<file path="config.mk">
export PLATFORM = sky130hd
export DESIGN_NAME = definition_name_scanner
export DESIGN_NICKNAME = d
export VERILOG_FILES = /design/src/hw/rtl/dns_pkg.sv /design/src/hw/rtl/dns_ctrl.sv /design/src/hw/rtl/dns_datapath.sv /design/src/hw/rtl/definition_name_scanner.sv
export VERILOG_INCLUDE_DIRS = /design/src /design/src/hw/rtl
export SDC_FILE = /design/constraint.sdc
export NUM_CORES = 1
export LEC_CHECK = 0
export BUFFER_PORTS_ARGS = -buffer_cell sky130_fd_sc_hd__buf_2
export CAP_MARGIN = 20
export CELL_PAD_IN_SITES_DETAIL_PLACEMENT = 0
export CELL_PAD_IN_SITES_GLOBAL_PLACEMENT = 1
export CORE_ASPECT_RATIO = 1.25
export CORE_MARGIN = 1.5
export CORE_UTILIZATION = 50
export DETAILED_ROUTE_END_ITERATION = 12
export GPL_ROUTABILITY_DRIVEN = 0
export PLACE_DENSITY_LB_ADDON = 0.1
export SETUP_SLACK_MARGIN = 0.3
export SYNTH_ARGS = -nofsm -noshare
export SYNTH_HDL_FRONTEND = slang
export SYNTH_SLANG_ARGS = --single-unit
</file>
<file path="constraint.sdc">
create_clock -name clk_i -period 10.4 [get_ports clk_i]
set_clock_uncertainty 0.1 [all_clocks]
set_input_delay 2.08 -clock clk_i [delete_from_list [all_inputs] [get_ports clk_i]]
set_output_delay 2.08 -clock clk_i [all_outputs]
set_load 0.1 [all_outputs]
</file>
<file path="src/hw/rtl/definition_name_scanner_defines.svh">
// Assertion macros for the definition name scanner.
`ifndef DEFINITION_NAME_SCANNER_DEFINES_SVH
`define DEFINITION_NAME_SCANNER_DEFINES_SVH

// Consequent must hold in the same cycle as the antecedent.
`define DNS_ASSERT_SAME(name, clk, rst_n, pre, post, msg) \
  name: assert property (@(posedge clk) disable iff (!rst_n) (pre) |-> (post)) \
    else $error(msg);

// Consequent must hold in the cycle after the antecedent.
`define DNS_ASSERT_NEXT(name, clk, rst_n, pre, post, msg) \
  name: assert property (@(posedge clk) disable iff (!rst_n) (pre) |=> (post)) \
    else $error(msg);

`endif

</file>
<file path="src/hw/rtl/dns_pkg.sv">
package dns_pkg;

  localparam logic OP_TEXT = 1'b0;
  localparam logic OP_END  = 1'b1;

  localparam logic [7:0] CHR_NL   = 8'd10;
  localparam logic [7:0] CHR_HASH = 8'd35;
  localparam logic [7:0] CHR_EQ   = 8'd61;
  localparam logic [7:0] CHR_US   = 8'd95;

  typedef enum logic [1:0] {
    CLS_SPACE,
    CLS_WORD,
    CLS_PUNCT
  } dns_class_e;

  typedef struct packed {
    logic       op;
    logic [7:0] in_byte;
  } dns_in_t;

  typedef struct packed {
    logic [7:0] out_byte;
    logic       last;
  } dns_out_t;

  typedef struct packed {
    logic step;
    logic rd;
    logic push_byte;
    logic push_nl;
  } dns_cmd_t;

  typedef struct packed {
    logic emit;
    logic at_end;
    logic out_free;
  } dns_sts_t;

  function automatic dns_class_e dns_classify(input logic [7:0] b);
    dns_class_e c;
    c = CLS_SPACE;
    if ((b >= 8'd48 && b <= 8'd57) || (b >= 8'd65 && b <= 8'd90) ||
        (b >= 8'd97 && b <= 8'd122) || b == CHR_US) begin
      c = CLS_WORD;
    end else if (b >= 8'd33 && b <= 8'd126) begin
      c = CLS_PUNCT;
    end
    return c;
  endfunction

  function automatic logic [7:0] dns_def_char(input logic [1:0] i);
    logic [7:0] c;
    unique case (i)
      2'd0:    c = 8'd100;
      2'd1:    c = 8'd101;
      2'd2:    c = 8'd102;
      default: c = 8'd0;
    endcase
    return c;
  endfunction

  function automatic logic [7:0] dns_class_char(input logic [2:0] i);
    logic [7:0] c;
    unique case (i)
      3'd0:    c = 8'd99;
      3'd1:    c = 8'd108;
      3'd2:    c = 8'd97;
      3'd3:    c = 8'd115;
      3'd4:    c = 8'd115;
      default: c = 8'd0;
    endcase
    return c;
  endfunction

endpackage

</file>
<file path="src/hw/rtl/dns_ctrl.sv">
module dns_ctrl (
  input  logic              clk_i,
  input  logic              rst_ni,
  input  logic              in_valid_i,
  output logic              in_ready_o,
  input  dns_pkg::dns_sts_t sts_i,
  output dns_pkg::dns_cmd_t cmd_o
);
  import dns_pkg::*;

  typedef enum logic [1:0] {
    ST_IDLE,
    ST_READ,
    ST_LOAD
  } state_e;

  state_e state_q, state_d;

  always_comb begin
    state_d = state_q;
    cmd_o   = '0;
    unique case (state_q)
      ST_IDLE: begin
        cmd_o.step = in_valid_i;
        if (in_valid_i && sts_i.emit) begin
          state_d = ST_READ;
        end
      end
      ST_READ: begin
        if (!sts_i.at_end) begin
          cmd_o.rd = 1'b1;
          state_d  = ST_LOAD;
        end else if (sts_i.out_free) begin
          cmd_o.push_nl = 1'b1;
          state_d       = ST_IDLE;
        end
      end
      ST_LOAD: begin
        if (sts_i.out_free) begin
          cmd_o.push_byte = 1'b1;
          state_d         = ST_READ;
        end
      end
      default: state_d = ST_IDLE;
    endcase
  end

  always_ff @(posedge clk_i or negedge rst_ni) begin
    if (!rst_ni) begin
      state_q <= ST_IDLE;
    end else begin
      state_q <= state_d;
    end
  end

  assign in_ready_o = (state_q == ST_IDLE);

endmodule

</file>
<file path="src/hw/rtl/dns_datapath.sv">
module dns_datapath #(
  parameter int unsigned WORD_STORE = 64
) (
  input  logic              clk_i,
  input  logic              rst_ni,
  input  dns_pkg::dns_in_t  in_data_i,
  input  logic              out_ready_i,
  input  dns_pkg::dns_cmd_t cmd_i,
  output dns_pkg::dns_sts_t sts_o,
  output logic              out_valid_o,
  output dns_pkg::dns_out_t out_data_o
);
  import dns_pkg::*;

  localparam int unsigned IDX_W     = $clog2(WORD_STORE - 1);
  localparam int unsigned LEN_W     = $clog2(WORD_STORE);
  localparam int unsigned XW        = (LEN_W > 3) ? LEN_W : 3;
  localparam int unsigned MEM_DEPTH = 2 ** (IDX_W + 1);
  localparam logic [LEN_W-1:0] MAX_LEN = LEN_W'(WORD_STORE - 1);

  logic [LEN_W-1:0] cur_len_q, prev_len_q, emit_len_q, idx_q;
  logic             cur_col0_q, cur_def_q, cur_cls_q, cur_eq_q;
  logic             prev_col0_q, prev_kw_q;
  dns_class_e       last_cls_q;
  logic             line_start_q, in_comment_q, bank_q, emit_bank_q;
  logic             pend_q;
  logic [IDX_W:0]   pend_addr_q;
  logic [7:0]       pend_byte_q;
  logic             out_valid_q, out_last_q;
  logic [7:0]       out_byte_q, rd_data_q;
  logic [7:0]       mem [MEM_DEPTH];

  logic [7:0]       b;
  logic             is_end;
  dns_class_e       cls, last_cls_d;
  logic             do_close, do_append, comment_d, line_start_d;
  logic             close1, close2, closing, eff_bank;
  logic [LEN_W-1:0] eff_len, app_len, tok_len;
  logic [XW-1:0]    eff_x, tok_x;
  logic             app_def, app_cls, app_eq, app_col0;
  logic             tok_def, tok_cls, tok_eq, tok_col0;
  logic             emit_cur, emit_prev, defer, we;
  logic [IDX_W:0]   wr_addr, we_addr;
  logic [7:0]       we_byte;

  always_comb begin
    b            = in_data_i.in_byte;
    is_end       = (in_data_i.op == OP_END);
    cls          = dns_classify(b);
    do_close     = 1'b0;
    do_append    = 1'b0;
    comment_d    = in_comment_q;
    last_cls_d   = last_cls_q;
    line_start_d = line_start_q;
    priority if (is_end) begin
      do_close = 1'b1;
    end else if (in_comment_q && b != CHR_NL) begin
      comment_d = 1'b1;
    end else if (!in_comment_q && b == CHR_HASH) begin
      do_close  = 1'b1;
      comment_d = 1'b1;
    end else begin
      comment_d = 1'b0;
      if (cls != last_cls_q) begin
        do_close   = (last_cls_q != CLS_SPACE);
        do_append  = (cls != CLS_SPACE);
        last_cls_d = cls;
      end else begin
        do_append = (cls != CLS_SPACE);
      end
      line_start_d = (b == CHR_NL);
    end

    close1   = do_close && (cur_len_q != '0);
    eff_len  = close1 ? '0 : cur_len_q;
    eff_bank = close1 ? ~bank_q : bank_q;
    eff_x    = XW'(eff_len);
    app_def  = ((eff_len == '0) || cur_def_q) && (eff_x < XW'(3)) &&
               (b == dns_def_char(eff_x[1:0]));
    app_cls  = ((eff_len == '0) || cur_cls_q) && (eff_x < XW'(5)) &&
               (b == dns_class_char(eff_x[2:0]));
    app_eq   = (eff_len == '0) ? (b == CHR_EQ) : cur_eq_q;
    app_col0 = (eff_len == '0) ? line_start_q : cur_col0_q;
    app_len  = eff_len + LEN_W'(1);
    close2   = do_append && (app_len == MAX_LEN);
    closing  = close1 || close2;

    tok_len  = close1 ? cur_len_q  : app_len;
    tok_def  = close1 ? cur_def_q  : app_def;
    tok_cls  = close1 ? cur_cls_q  : app_cls;
    tok_eq   = close1 ? cur_eq_q   : app_eq;
    tok_col0 = close1 ? cur_col0_q : app_col0;
    tok_x    = XW'(tok_len);

    emit_cur  = closing && prev_kw_q;
    emit_prev = closing && !prev_kw_q && prev_col0_q && (tok_x == XW'(1)) && tok_eq;
    defer     = emit_prev && do_append && close1;
    wr_addr   = {eff_bank, eff_len[IDX_W-1:0]};

    we      = (cmd_i.step && do_append && !defer) || (cmd_i.push_nl && pend_q);
    we_addr = pend_q ? pend_addr_q : wr_addr;
    we_byte = pend_q ? pend_byte_q : b;
  end

  always_ff @(posedge clk_i) begin
    if (we) begin
      mem[we_addr] <= we_byte;
    end
    if (cmd_i.rd) begin
      rd_data_q <= mem[{emit_bank_q, idx_q[IDX_W-1:0]}];
    end
  end

  always_ff @(posedge clk_i) begin
    if (cmd_i.push_byte) begin
      out_byte_q <= rd_data_q;
    end else if (cmd_i.push_nl) begin
      out_byte_q <= CHR_NL;
    end
    if (cmd_i.step && do_append && defer) begin
      pend_addr_q <= wr_addr;
      pend_byte_q <= b;
    end
  end

  always_ff @(posedge clk_i or negedge rst_ni) begin
    if (!rst_ni) begin
      cur_len_q    <= '0;
      cur_col0_q   <= 1'b0;
      cur_def_q    <= 1'b0;
      cur_cls_q    <= 1'b0;
      cur_eq_q     <= 1'b0;
      prev_len_q   <= '0;
      prev_col0_q  <= 1'b1;
      prev_kw_q    <= 1'b0;
      last_cls_q   <= CLS_SPACE;
      line_start_q <= 1'b1;
      in_comment_q <= 1'b0;
      bank_q       <= 1'b0;
      emit_bank_q  <= 1'b0;
      emit_len_q   <= '0;
      idx_q        <= '0;
      pend_q       <= 1'b0;
      out_valid_q  <= 1'b0;
      out_last_q   <= 1'b0;
    end else begin
      if (cmd_i.step) begin
        if (closing) begin
          prev_len_q  <= tok_len;
          prev_col0_q <= tok_col0;
          prev_kw_q   <= ((tok_x == XW'(3)) && tok_def) || ((tok_x == XW'(5)) && tok_cls);
          bank_q      <= ~bank_q;
        end
        if (close2) begin
          cur_len_q <= '0;
        end else if (do_append) begin
          cur_len_q <= app_len;
        end else begin
          cur_len_q <= eff_len;
        end
        if (do_append) begin
          cur_def_q  <= app_def;
          cur_cls_q  <= app_cls;
          cur_eq_q   <= app_eq;
          cur_col0_q <= app_col0;
        end
        last_cls_q   <= last_cls_d;
        line_start_q <= line_start_d;
        in_comment_q <= comment_d;
        emit_bank_q  <= emit_cur ? bank_q : ~bank_q;
        emit_len_q   <= emit_cur ? tok_len : prev_len_q;
        idx_q        <= '0;
        if (do_append && defer) begin
          pend_q <= 1'b1;
        end
        if (is_end) begin
          cur_len_q    <= '0;
          cur_col0_q   <= 1'b0;
          prev_len_q   <= '0;
          prev_col0_q  <= 1'b1;
          prev_kw_q    <= 1'b0;
          last_cls_q   <= CLS_SPACE;
          line_start_q <= 1'b1;
          in_comment_q <= 1'b0;
        end
      end
      if (cmd_i.rd) begin
        idx_q <= idx_q + LEN_W'(1);
      end
      if (cmd_i.push_nl) begin
        pend_q <= 1'b0;
      end
      if (cmd_i.push_byte || cmd_i.push_nl) begin
        out_valid_q <= 1'b1;
        out_last_q  <= cmd_i.push_nl;
      end else if (sts_o.out_free) begin
        out_valid_q <= 1'b0;
      end
    end
  end

  assign sts_o.emit     = emit_cur || emit_prev;
  assign sts_o.at_end   = (idx_q == emit_len_q);
  assign sts_o.out_free = !out_valid_q || out_ready_i;

  assign out_valid_o         = out_valid_q;
  assign out_data_o.out_byte = out_byte_q;
  assign out_data_o.last     = out_last_q;

endmodule

</file>
<file path="src/hw/rtl/definition_name_scanner.sv">
// Definition name scanner. Takes source text one item per byte (op 0) and an
// end-of-stream item (op 1) that closes any open token and returns the block to
// its reset state. For every name that follows def or class, and for every
// column-zero token followed by a lone '=', it sends the name one byte per
// output item, then a newline item with last set. A byte that emits nothing
// leaves the block ready for the next byte in the following cycle. A byte that
// emits a name keeps the input side busy while it is sent, longer while the
// output stalls: each name byte needs a registered read of the two-bank token
// store and then a load into the output register, and the newline is loaded
// from the read state. The output register lets the next byte be taken while
// the final newline still waits. The token store needs no clearing after reset.
`include "definition_name_scanner_defines.svh"

module definition_name_scanner #(
  parameter int unsigned WORD_STORE = 64
) (
  input  logic              clk_i,
  input  logic              rst_ni,
  input  logic              in_valid_i,
  output logic              in_ready_o,
  input  dns_pkg::dns_in_t  in_data_i,
  output logic              out_valid_o,
  input  logic              out_ready_i,
  output dns_pkg::dns_out_t out_data_o
);
  import dns_pkg::*;

  dns_cmd_t cmd;
  dns_sts_t sts;

  dns_ctrl u_ctrl (
    .clk_i      (clk_i),
    .rst_ni     (rst_ni),
    .in_valid_i (in_valid_i),
    .in_ready_o (in_ready_o),
    .sts_i      (sts),
    .cmd_o      (cmd)
  );

  dns_datapath #(
    .WORD_STORE (WORD_STORE)
  ) u_datapath (
    .clk_i       (clk_i),
    .rst_ni      (rst_ni),
    .in_data_i   (in_data_i),
    .out_ready_i (out_ready_i),
    .cmd_i       (cmd),
    .sts_o       (sts),
    .out_valid_o (out_valid_o),
    .out_data_o  (out_data_o)
  );

  `DNS_ASSERT_SAME(a_push_needs_room, clk_i, rst_ni, cmd.push_byte || cmd.push_nl, sts.out_free, "output register overwritten")
  `DNS_ASSERT_SAME(a_no_accept_in_read, clk_i, rst_ni, cmd.rd, !in_ready_o, "item accepted during name read")
  `DNS_ASSERT_NEXT(a_idle_after_nl, clk_i, rst_ni, cmd.push_nl, in_ready_o, "no return to idle after newline")
  `DNS_ASSERT_NEXT(a_quiet_item_idle, clk_i, rst_ni, in_valid_i && in_ready_o && !sts.emit, in_ready_o, "item without name left block busy")

endmodule
</file>
==> run summary, run 1 <==
reg2reg end - u_datapath.mem[11][2]$_DFFE_PP_
Pwr Density - 197 nW/µm²
Critical Path Fanout Max - 13
Slew headroom - 0.248
Filler cells - 6,503
post-CTS setup buffer count - 0
status - finished clean
R2R setup slack - 4.06 ns
Syn Inst Count - 2,088
DRT iter0 DRCs - 2,382
Leakage - 14.7 nW
Hold Path Stages - 1
drt total wl - 113,000 µm
Die Footprint - 90,200 µm²
commonest non-fill, non-tap cell in the layout - edfxtp_1
GRT overflow - 0
Hold WS - 0.402 ns
CORE AREA - 87,400 µm²
initial antenna violation count - 0
reg2reg path depth - 14
wire per inst - 33.5 µm
Detail Route Antenna Nets - 0
Vias/cell - 6.39
worst hold path startpoint - u_datapath.prev_len_q[0]$_DFFE_PN0P_
register area share after synthesis - 0.740
Async SR Flop Fraction - 0.0374
Die Width - 269 µm
#FFs+latches synth - 1,096
max-slew violation count - 0
Post-DP HPWL - 68,000 µm
hold path endpoint - u_datapath.prev_len_q[0]$_DFFE_PN0P_
Total Nets Final - 2,148
Syn Nets - 2,109
IO Pins - 24
critical path cell sequence - buf_2 -> nand3_1 -> o41ai_1 -> a21oi_1 -> o31ai_1 -> buf_4 -> nor2_1 -> inv_1 -> ha_1 -> ha_1 -> nand2_1 -> a2111oi_1 -> a311oi_4 -> nor4b_4 -> nand4_4 -> o211ai_4 -> a21oi_1
Yosys warning count - 0
Mean Syn Cell Area - 21.2 µm²
num rows - 121
Port Buffers - 23
CP peak stage delay - 0.99 ns
drt first pass iters - 5
fraction of layout cells with a size suffix above 1 - 0.276
worst slew pin tran - 1.13 ns
most frequent cells in the layout - 1,055 x edfxtp_1, 336 x mux4_2, 144 x a21oi_1
max frequency - 129 MHz
CP Class - input port to flip-flop
final setup fails - 0
VDD IR max - 0.000176 V
fin crit period - 7.76 ns
final hold vios - 0
largest net degree at the start of global routing - 161
Multi-input gate area - 10,900 µm²
FF+latch area - 32,700 µm²
TritonCTS Buffers - 101
clk sinks - 1,096
Initial Util - 0.506
Vias - 21,577
Clock Latency Late Sink - 0.69 ns
die height - 335 µm
area grow syn2layout - 11.0%
GRT Overall Usage - 0.258
Worst setup EP type - flip-flop
CTS tree - done
DP Cell Count - 3,189
post-synthesis instance area - 44,200 µm²
final worst-path cycle share - 0.746
H-Tree Depth - 3
CP Launch Type - input port
post-synth cell types - 80
unrepaired setup endpoints after global routing - false
first-pass GRT wire length - 162,000 µm
Hold Path Class - flip-flop to flip-flop
CTS resizes - 0
CP max-delay cell - o211ai_4
Arrival @ worst endpoint - 7.93 ns
Sum Neg Setup Slack - 0 ns
DRC Markers - 0
ant diodes - 0
clock-pin slew on the worst setup and hold paths - 0.06 ns
# hold bufs at CTS - 0
clk root buf - clkbuf_16
CP required - 10.57 ns
origin of the critical flop-to-flop path - u_datapath.cur_len_q[2]$_DFFE_PN0P_
max-cap viol count - 0
Post-synth EDFFs - 1,055
CTS max path bufs - 3
fin cells - 3,378
vias in the first global route - 21,902
top_reg_cell synth - edfxtp_1
## cell families (layout without fill, tap and decap cells)
family	count (synthesis)	in the layout	synth area share
flip-flops	1096	1096	0.740
multiplexers	359	359	0.177
AO/OA/AOI/OAI	258	258	0.0391
AND/OR/NAND/NOR	203	203	0.0232
buffers and inverters	146	268	0.0146
XOR/XNOR	18	18	0.00357
adder cells (fa/ha/maj)	8	8	0.00227
## how the worst max path moves through the flow
stage | startpoint | endpoint | slack (ns)
3_3_place_gp | in_data_i[4] | u_datapath.mem[11][4]$_DFFE_PP_ | 2.08
4_1_cts | in_data_i[4] | u_datapath.mem[11][2]$_DFFE_PP_ | 2.73
3_5_place_dp | in_data_i[4] | u_datapath.mem[11][2]$_DFFE_PP_ | 2.04
5_1_grt | in_data_i[4] | u_datapath.mem[11][2]$_DFFE_PP_ | 2.24
2_1_floorplan | in_data_i[6] | u_datapath.mem[0][6]$_DFFE_PP_ | 1.77
6_report | in_data_i[4] | u_datapath.mem[11][2]$_DFFE_PP_ | 2.64
## cell type report
type                       instances  share of cell area
sequential                      1096               0.667
multi-input combinational        846               0.223
clock buffer                     121              0.0539
tap                             1168              0.0298
clock inverter                    65              0.0148
timing repair buffer              61             0.00993
inverter                          21             0.00166
## flip-flops by register name, indices dropped and copies added (netlist names), 2 cells and up
register                flops
u_datapath.idx_q            6
u_datapath.pend_byte_q      8
u_datapath.last_cls_q       2
u_ctrl.state_q              2
u_datapath.rd_data_q        8
u_datapath.pend_addr_q      7
u_datapath.cur_len_q        6
u_datapath.emit_len_q       6
u_datapath.mem           1024
u_datapath.prev_len_q       6
u_datapath.out_byte_q       8
## power breakdown
| part | total [mW] | internal [mW] | switching, mW | leakage (nW) |
|---|---|---|---|---|
| clock network | 3.77 | 2.14 | 1.62 | 1.63 |
| registers | 5.16 | 5.13 | 0.0301 | 10.0 |
| logic | 0.738 | 0.128 | 0.610 | 3.05 |
| total | 9.67 | 7.40 | 2.26 | 14.7 |
## routing by layer
metal | vias up | GRT usage | wire [µm]
li1 | 8867 | - | -
met5 | - | 0 | 0
met1 | 11583 | 0.357 | 45500
met2 | 988 | 0.424 | 56600
met4 | 0 | 0.0761 | 3020
met3 | 139 | 0.0404 | 8210
## worst max-delay path, delay by kind of cell
kind	cells	cell delay, ns
fa+ha+maj	2	0.93
compound gates	7	3.12
buf+inv	3	0.70
simple gates	5	1.06
## through the flow
stage                util  instance area (µm²)  setup slack [ns]  power, mW
detailed placement  0.522                45600              2.04       6.00
CTS                 0.561                49000              2.73       9.73
global placement    0.522                45600              2.08       6.00
floorplan               -                44200              1.77       5.64
global route        0.561                49000              2.24       9.92
finish              0.561                49000              2.64       9.67
## cells in the mapped netlist (3+ instances only)
master | n | share of area
edfxtp_1 | 1055 | 0.72
mux4_2 | 336 | 0.17
a21oi_1 | 144 | 0.016
nand2_1 | 87 | 0.0074
clkbuf_1 | 71 | 0.0060
dfrtp_1 | 39 | 0.022
buf_1 | 33 | 0.0028
nor2_1 | 30 | 0.0025
o21ai_0 | 30 | 0.0034
inv_1 | 19 | 0.0016
nand3_1 | 17 | 0.0019
mux2_2 | 15 | 0.0038
and2_1 | 13 | 0.0018
xnor2_1 | 12 | 0.0024
o21ai_1 | 11 | 0.0012
buf_6 | 10 | 0.0025
buf_2 | 9 | 0.0010
ha_1 | 8 | 0.0023
mux2i_1 | 8 | 0.0018
o211ai_4 | 8 | 0.0039
or3_1 | 8 | 0.0011
a211oi_1 | 7 | 0.0012
nor3_1 | 6 | 0.00068
o31ai_1 | 6 | 0.0010
xor2_1 | 6 | 0.0012
nand2b_1 | 5 | 0.00071
a21o_1 | 4 | 0.00068
a22oi_1 | 4 | 0.00068
a32o_1 | 4 | 0.00091
a41o_1 | 4 | 0.00091
and3_1 | 4 | 0.00057
nand4_1 | 4 | 0.00057
nor3b_1 | 4 | 0.00068
a22o_1 | 3 | 0.00059
nand3b_1 | 3 | 0.00051
nor2b_1 | 3 | 0.00042
o2bb2ai_1 | 3 | 0.00059
(Power assumes the default switching activity.)
==> run 2, diff against run 1 <==
--- a/config.mk
+++ b/config.mk
@@ -6,13 +6,14 @@
 export SDC_FILE = /design/constraint.sdc
 export NUM_CORES = 1
 export LEC_CHECK = 0
+export ABC_AREA = 1
 export BUFFER_PORTS_ARGS = -buffer_cell sky130_fd_sc_hd__buf_2
 export CAP_MARGIN = 20
 export CELL_PAD_IN_SITES_DETAIL_PLACEMENT = 0
 export CELL_PAD_IN_SITES_GLOBAL_PLACEMENT = 1
 export CORE_ASPECT_RATIO = 1.25
 export CORE_MARGIN = 1.5
-export CORE_UTILIZATION = 50
+export CORE_UTILIZATION = 47
 export DETAILED_ROUTE_END_ITERATION = 12
 export GPL_ROUTABILITY_DRIVEN = 0
 export PLACE_DENSITY_LB_ADDON = 0.1
==> constraint.sdc (replaced) <==
create_clock -name clk_i -period 6.7 [get_ports clk_i]
set_clock_uncertainty 0.1 [all_clocks]
set_input_delay 1.34 -clock clk_i [delete_from_list [all_inputs] [get_ports clk_i]]
set_output_delay 1.34 -clock clk_i [all_outputs]
set_load 0.1 [all_outputs]
==> run summary, run 2 <==
status - finished clean
Sum Neg Setup Slack - 0 ns
Synth top area share - 0.711
DP Cell Count - 4,765
GRT Overall Usage - 0.272
Total Nets Final - 3,679
register area share after synthesis - 0.734
Filler cells - 7,933
Synth Area in Simple Gates - 0.0963
CORE AREA - 94,100 µm²
Mean Syn Cell Area - 12.4 µm²
Synth Area in XOR/XNOR - 0.00197
CP max-delay cell - o21ai_4
die height - 347 µm
first-pass GRT wire length - 193,000 µm
CP required - 6.95 ns
Post-synth EDFFs - 1,055
H-Tree Depth - 3
final setup fails - 0
area grow syn2layout - 13.0%
dpl cell area - 46,700 µm²
Pint - 12.4 mW
Critical Path Fanout Max - 16
Hold WS - 0.375 ns
CP peak stage delay - 0.46 ns
mux contribution to synthesized area - 0
wire per inst - 26.6 µm
TritonCTS Buffers - 107
Psw - 5.93 mW
Leakage - 16.8 nW
switching share of power - 0.323
Hold Path Stages - 2
max frequency - 188 MHz
met3 Use GR - 0.0390
clk sinks - 1,096
FF+latch area - 32,700 µm²
DRC Markers - 0
Hold Path Class - flip-flop to flip-flop
initial antenna violation count - 3
fraction of layout cells with a size suffix above 1 - 0.113
Vias/cell - 6.02
global route hottest layer - met2
met1 usage - 0.359
Pwr Density - 364 nW/µm²
Slew headroom - 0.276
Buf+Inv Stages, Crit Path - 3
met2 GRT Util - 0.457
top cell types by occurrence after synthesis - 1,055 x edfxtp_1, 832 x nor2_1, 675 x o21ai_0, 263 x o22ai_1, 225 x clkbuf_1
largest net degree at the start of global routing - 226
cell family with most CP delay - simple AND/OR/NAND/NOR gates
cell area after layout - 50,400 µm²
drt total wl - 132,000 µm
commonest non-fill, non-tap cell in the layout - edfxtp_1
max-cap viol count - 0
Syn Nets - 3,621
most used cell, CP - nand2_1
reg2reg path depth - 12
num rows - 126
CP Class - input port to flip-flop
drt first pass iters - 5
CTS max path bufs - 3
main combinational cell family by area after synthesis - compound AO/OA/AOI/OAI gates
Port Buffers - 23
top post-synthesis cells by area - edfxtp_1 71%, o21ai_0 7.6%, nor2_1 7.0%
Syn Inst Count - 3,600
most frequent cells in the layout - 1,055 x edfxtp_1, 832 x nor2_1, 667 x o21ai_0
IO Pins - 24
Detail Route Antenna Nets - 0
# hold bufs at CTS - 0
fin cells - 4,966
worst slew pin tran - 1.06 ns
most common cell in the netlist - edfxtp_1
Die Footprint - 96,700 µm²
fin crit period - 5.32 ns
Top reg by flops - u_datapath.mem
top_reg_cell synth - edfxtp_1
Die Width - 278 µm
vias in the first global route - 29,647
clk root buf - clkbuf_16
post-synthesis instance area - 44,600 µm²
final hold vios - 0
Final Util - 0.535
Arrival @ worst endpoint - 5.57 ns
post-synth cell types - 44
CTS resizes - 0
max FFs per register - 1,024
Clock Latency Late Sink - 0.70 ns
DRT iter0 DRCs - 3,210
post-CTS setup buffer count - 0
max-slew violation count - 0
unrepaired setup endpoints after global routing - false
GRT overflow - 0
clock-pin slew on the worst setup and hold paths - 0.06 ns
CTS tree - done
Critical Path Stages - 26
Vias - 29,889
dominant cell type by area after synthesis - edfxtp_1
Synth Area in Adders - 0.00225
final worst-path cycle share - 0.795
Compound-Gate Fraction of Synth Area - 0.135
Flop pwr share - 0.445
Initial Util - 0.473
Worst setup EP type - flip-flop
Multi-input gate area - 10,600 µm²
combinational share of power - 0.217
Post-DP HPWL - 77,700 µm
CP Launch Type - input port
VDD IR max - 0.000330 V
clock share of power - 0.338
Yosys warning count - 0
Async SR Flop Fraction - 0.0374
#FFs+latches synth - 1,096
## run 2: routing by layer
metal / up-vias / wire (µm)
li1: 13382 / -
met1: 14999 / 54400
met2: 1234 / 64500
met3: 268 / 8330
met4: 6 / 4920
met5: - / 31
## run 2: final cells by class
type	count	share of cell area
clock inverters	79	0.0172
well taps	1216	0.0302
diodes	1	0.0000497
flip-flops and latches	1096	0.650
multi-input cells	2169	0.210
clock buffers	121	0.0548
inverters	90	0.00701
repair buffers	194	0.0306
## run 2: kinds of logic (layout without fill, tap and decap cells)
| logic type | after synthesis | after routing |
|---|---|---|
| other cells | 0 | 1 |
| xor+xnor | 10 | 10 |
| simple gates | 1083 | 1083 |
| buf+inv | 335 | 484 |
| flops | 1096 | 1096 |
| fa+ha+maj | 8 | 8 |
| compound gates | 1068 | 1068 |
## run 2: final timing paths
path                                                    from                                end  slack [ns]
max                                             in_data_i[6]   u_datapath.mem[112][7]$_DFFE_PP_        1.38
max in group asynchronous                             rst_ni    u_datapath.idx_q[1]$_DFFE_PN0P_        5.11
min in group asynchronous                             rst_ni  u_datapath.out_last_q$_DFFE_PN0P_        0.70
min reg2reg                u_datapath.out_last_q$_DFFE_PN0P_  u_datapath.out_last_q$_DFFE_PN0P_        0.37
min                        u_datapath.out_last_q$_DFFE_PN0P_  u_datapath.out_last_q$_DFFE_PN0P_        0.37
max reg2reg                  u_datapath.idx_q[1]$_DFFE_PN0P_   u_datapath.mem[112][7]$_DFFE_PP_        2.29
## run 2: through the flow
stage               setup WS (ns)  total power, mW
detailed placement          0.691             12.3
global placement            0.761             12.3
CTS                          1.42             18.4
finish                       1.38             18.3
global route                 1.08             19.0
floorplan                    1.03             10.8
## run 2: power by group through the flow
stage | combinational [mW] | sequential, mW | clock, mW
floorplan | 2.33 | 8.42 | 0
global placement | 3.98 | 8.30 | 0
detailed placement | 3.97 | 8.30 | 0
CTS | 3.97 | 8.16 | 6.27
global route | 4.30 | 8.17 | 6.52
finish | 3.98 | 8.16 | 6.19
## run 2: tightest hold or removal path, cell delays in order (launching register included)
cell and delay [ns]:
dfrtp_1 0.33, nand2_1 0.06, nand2_1 0.05
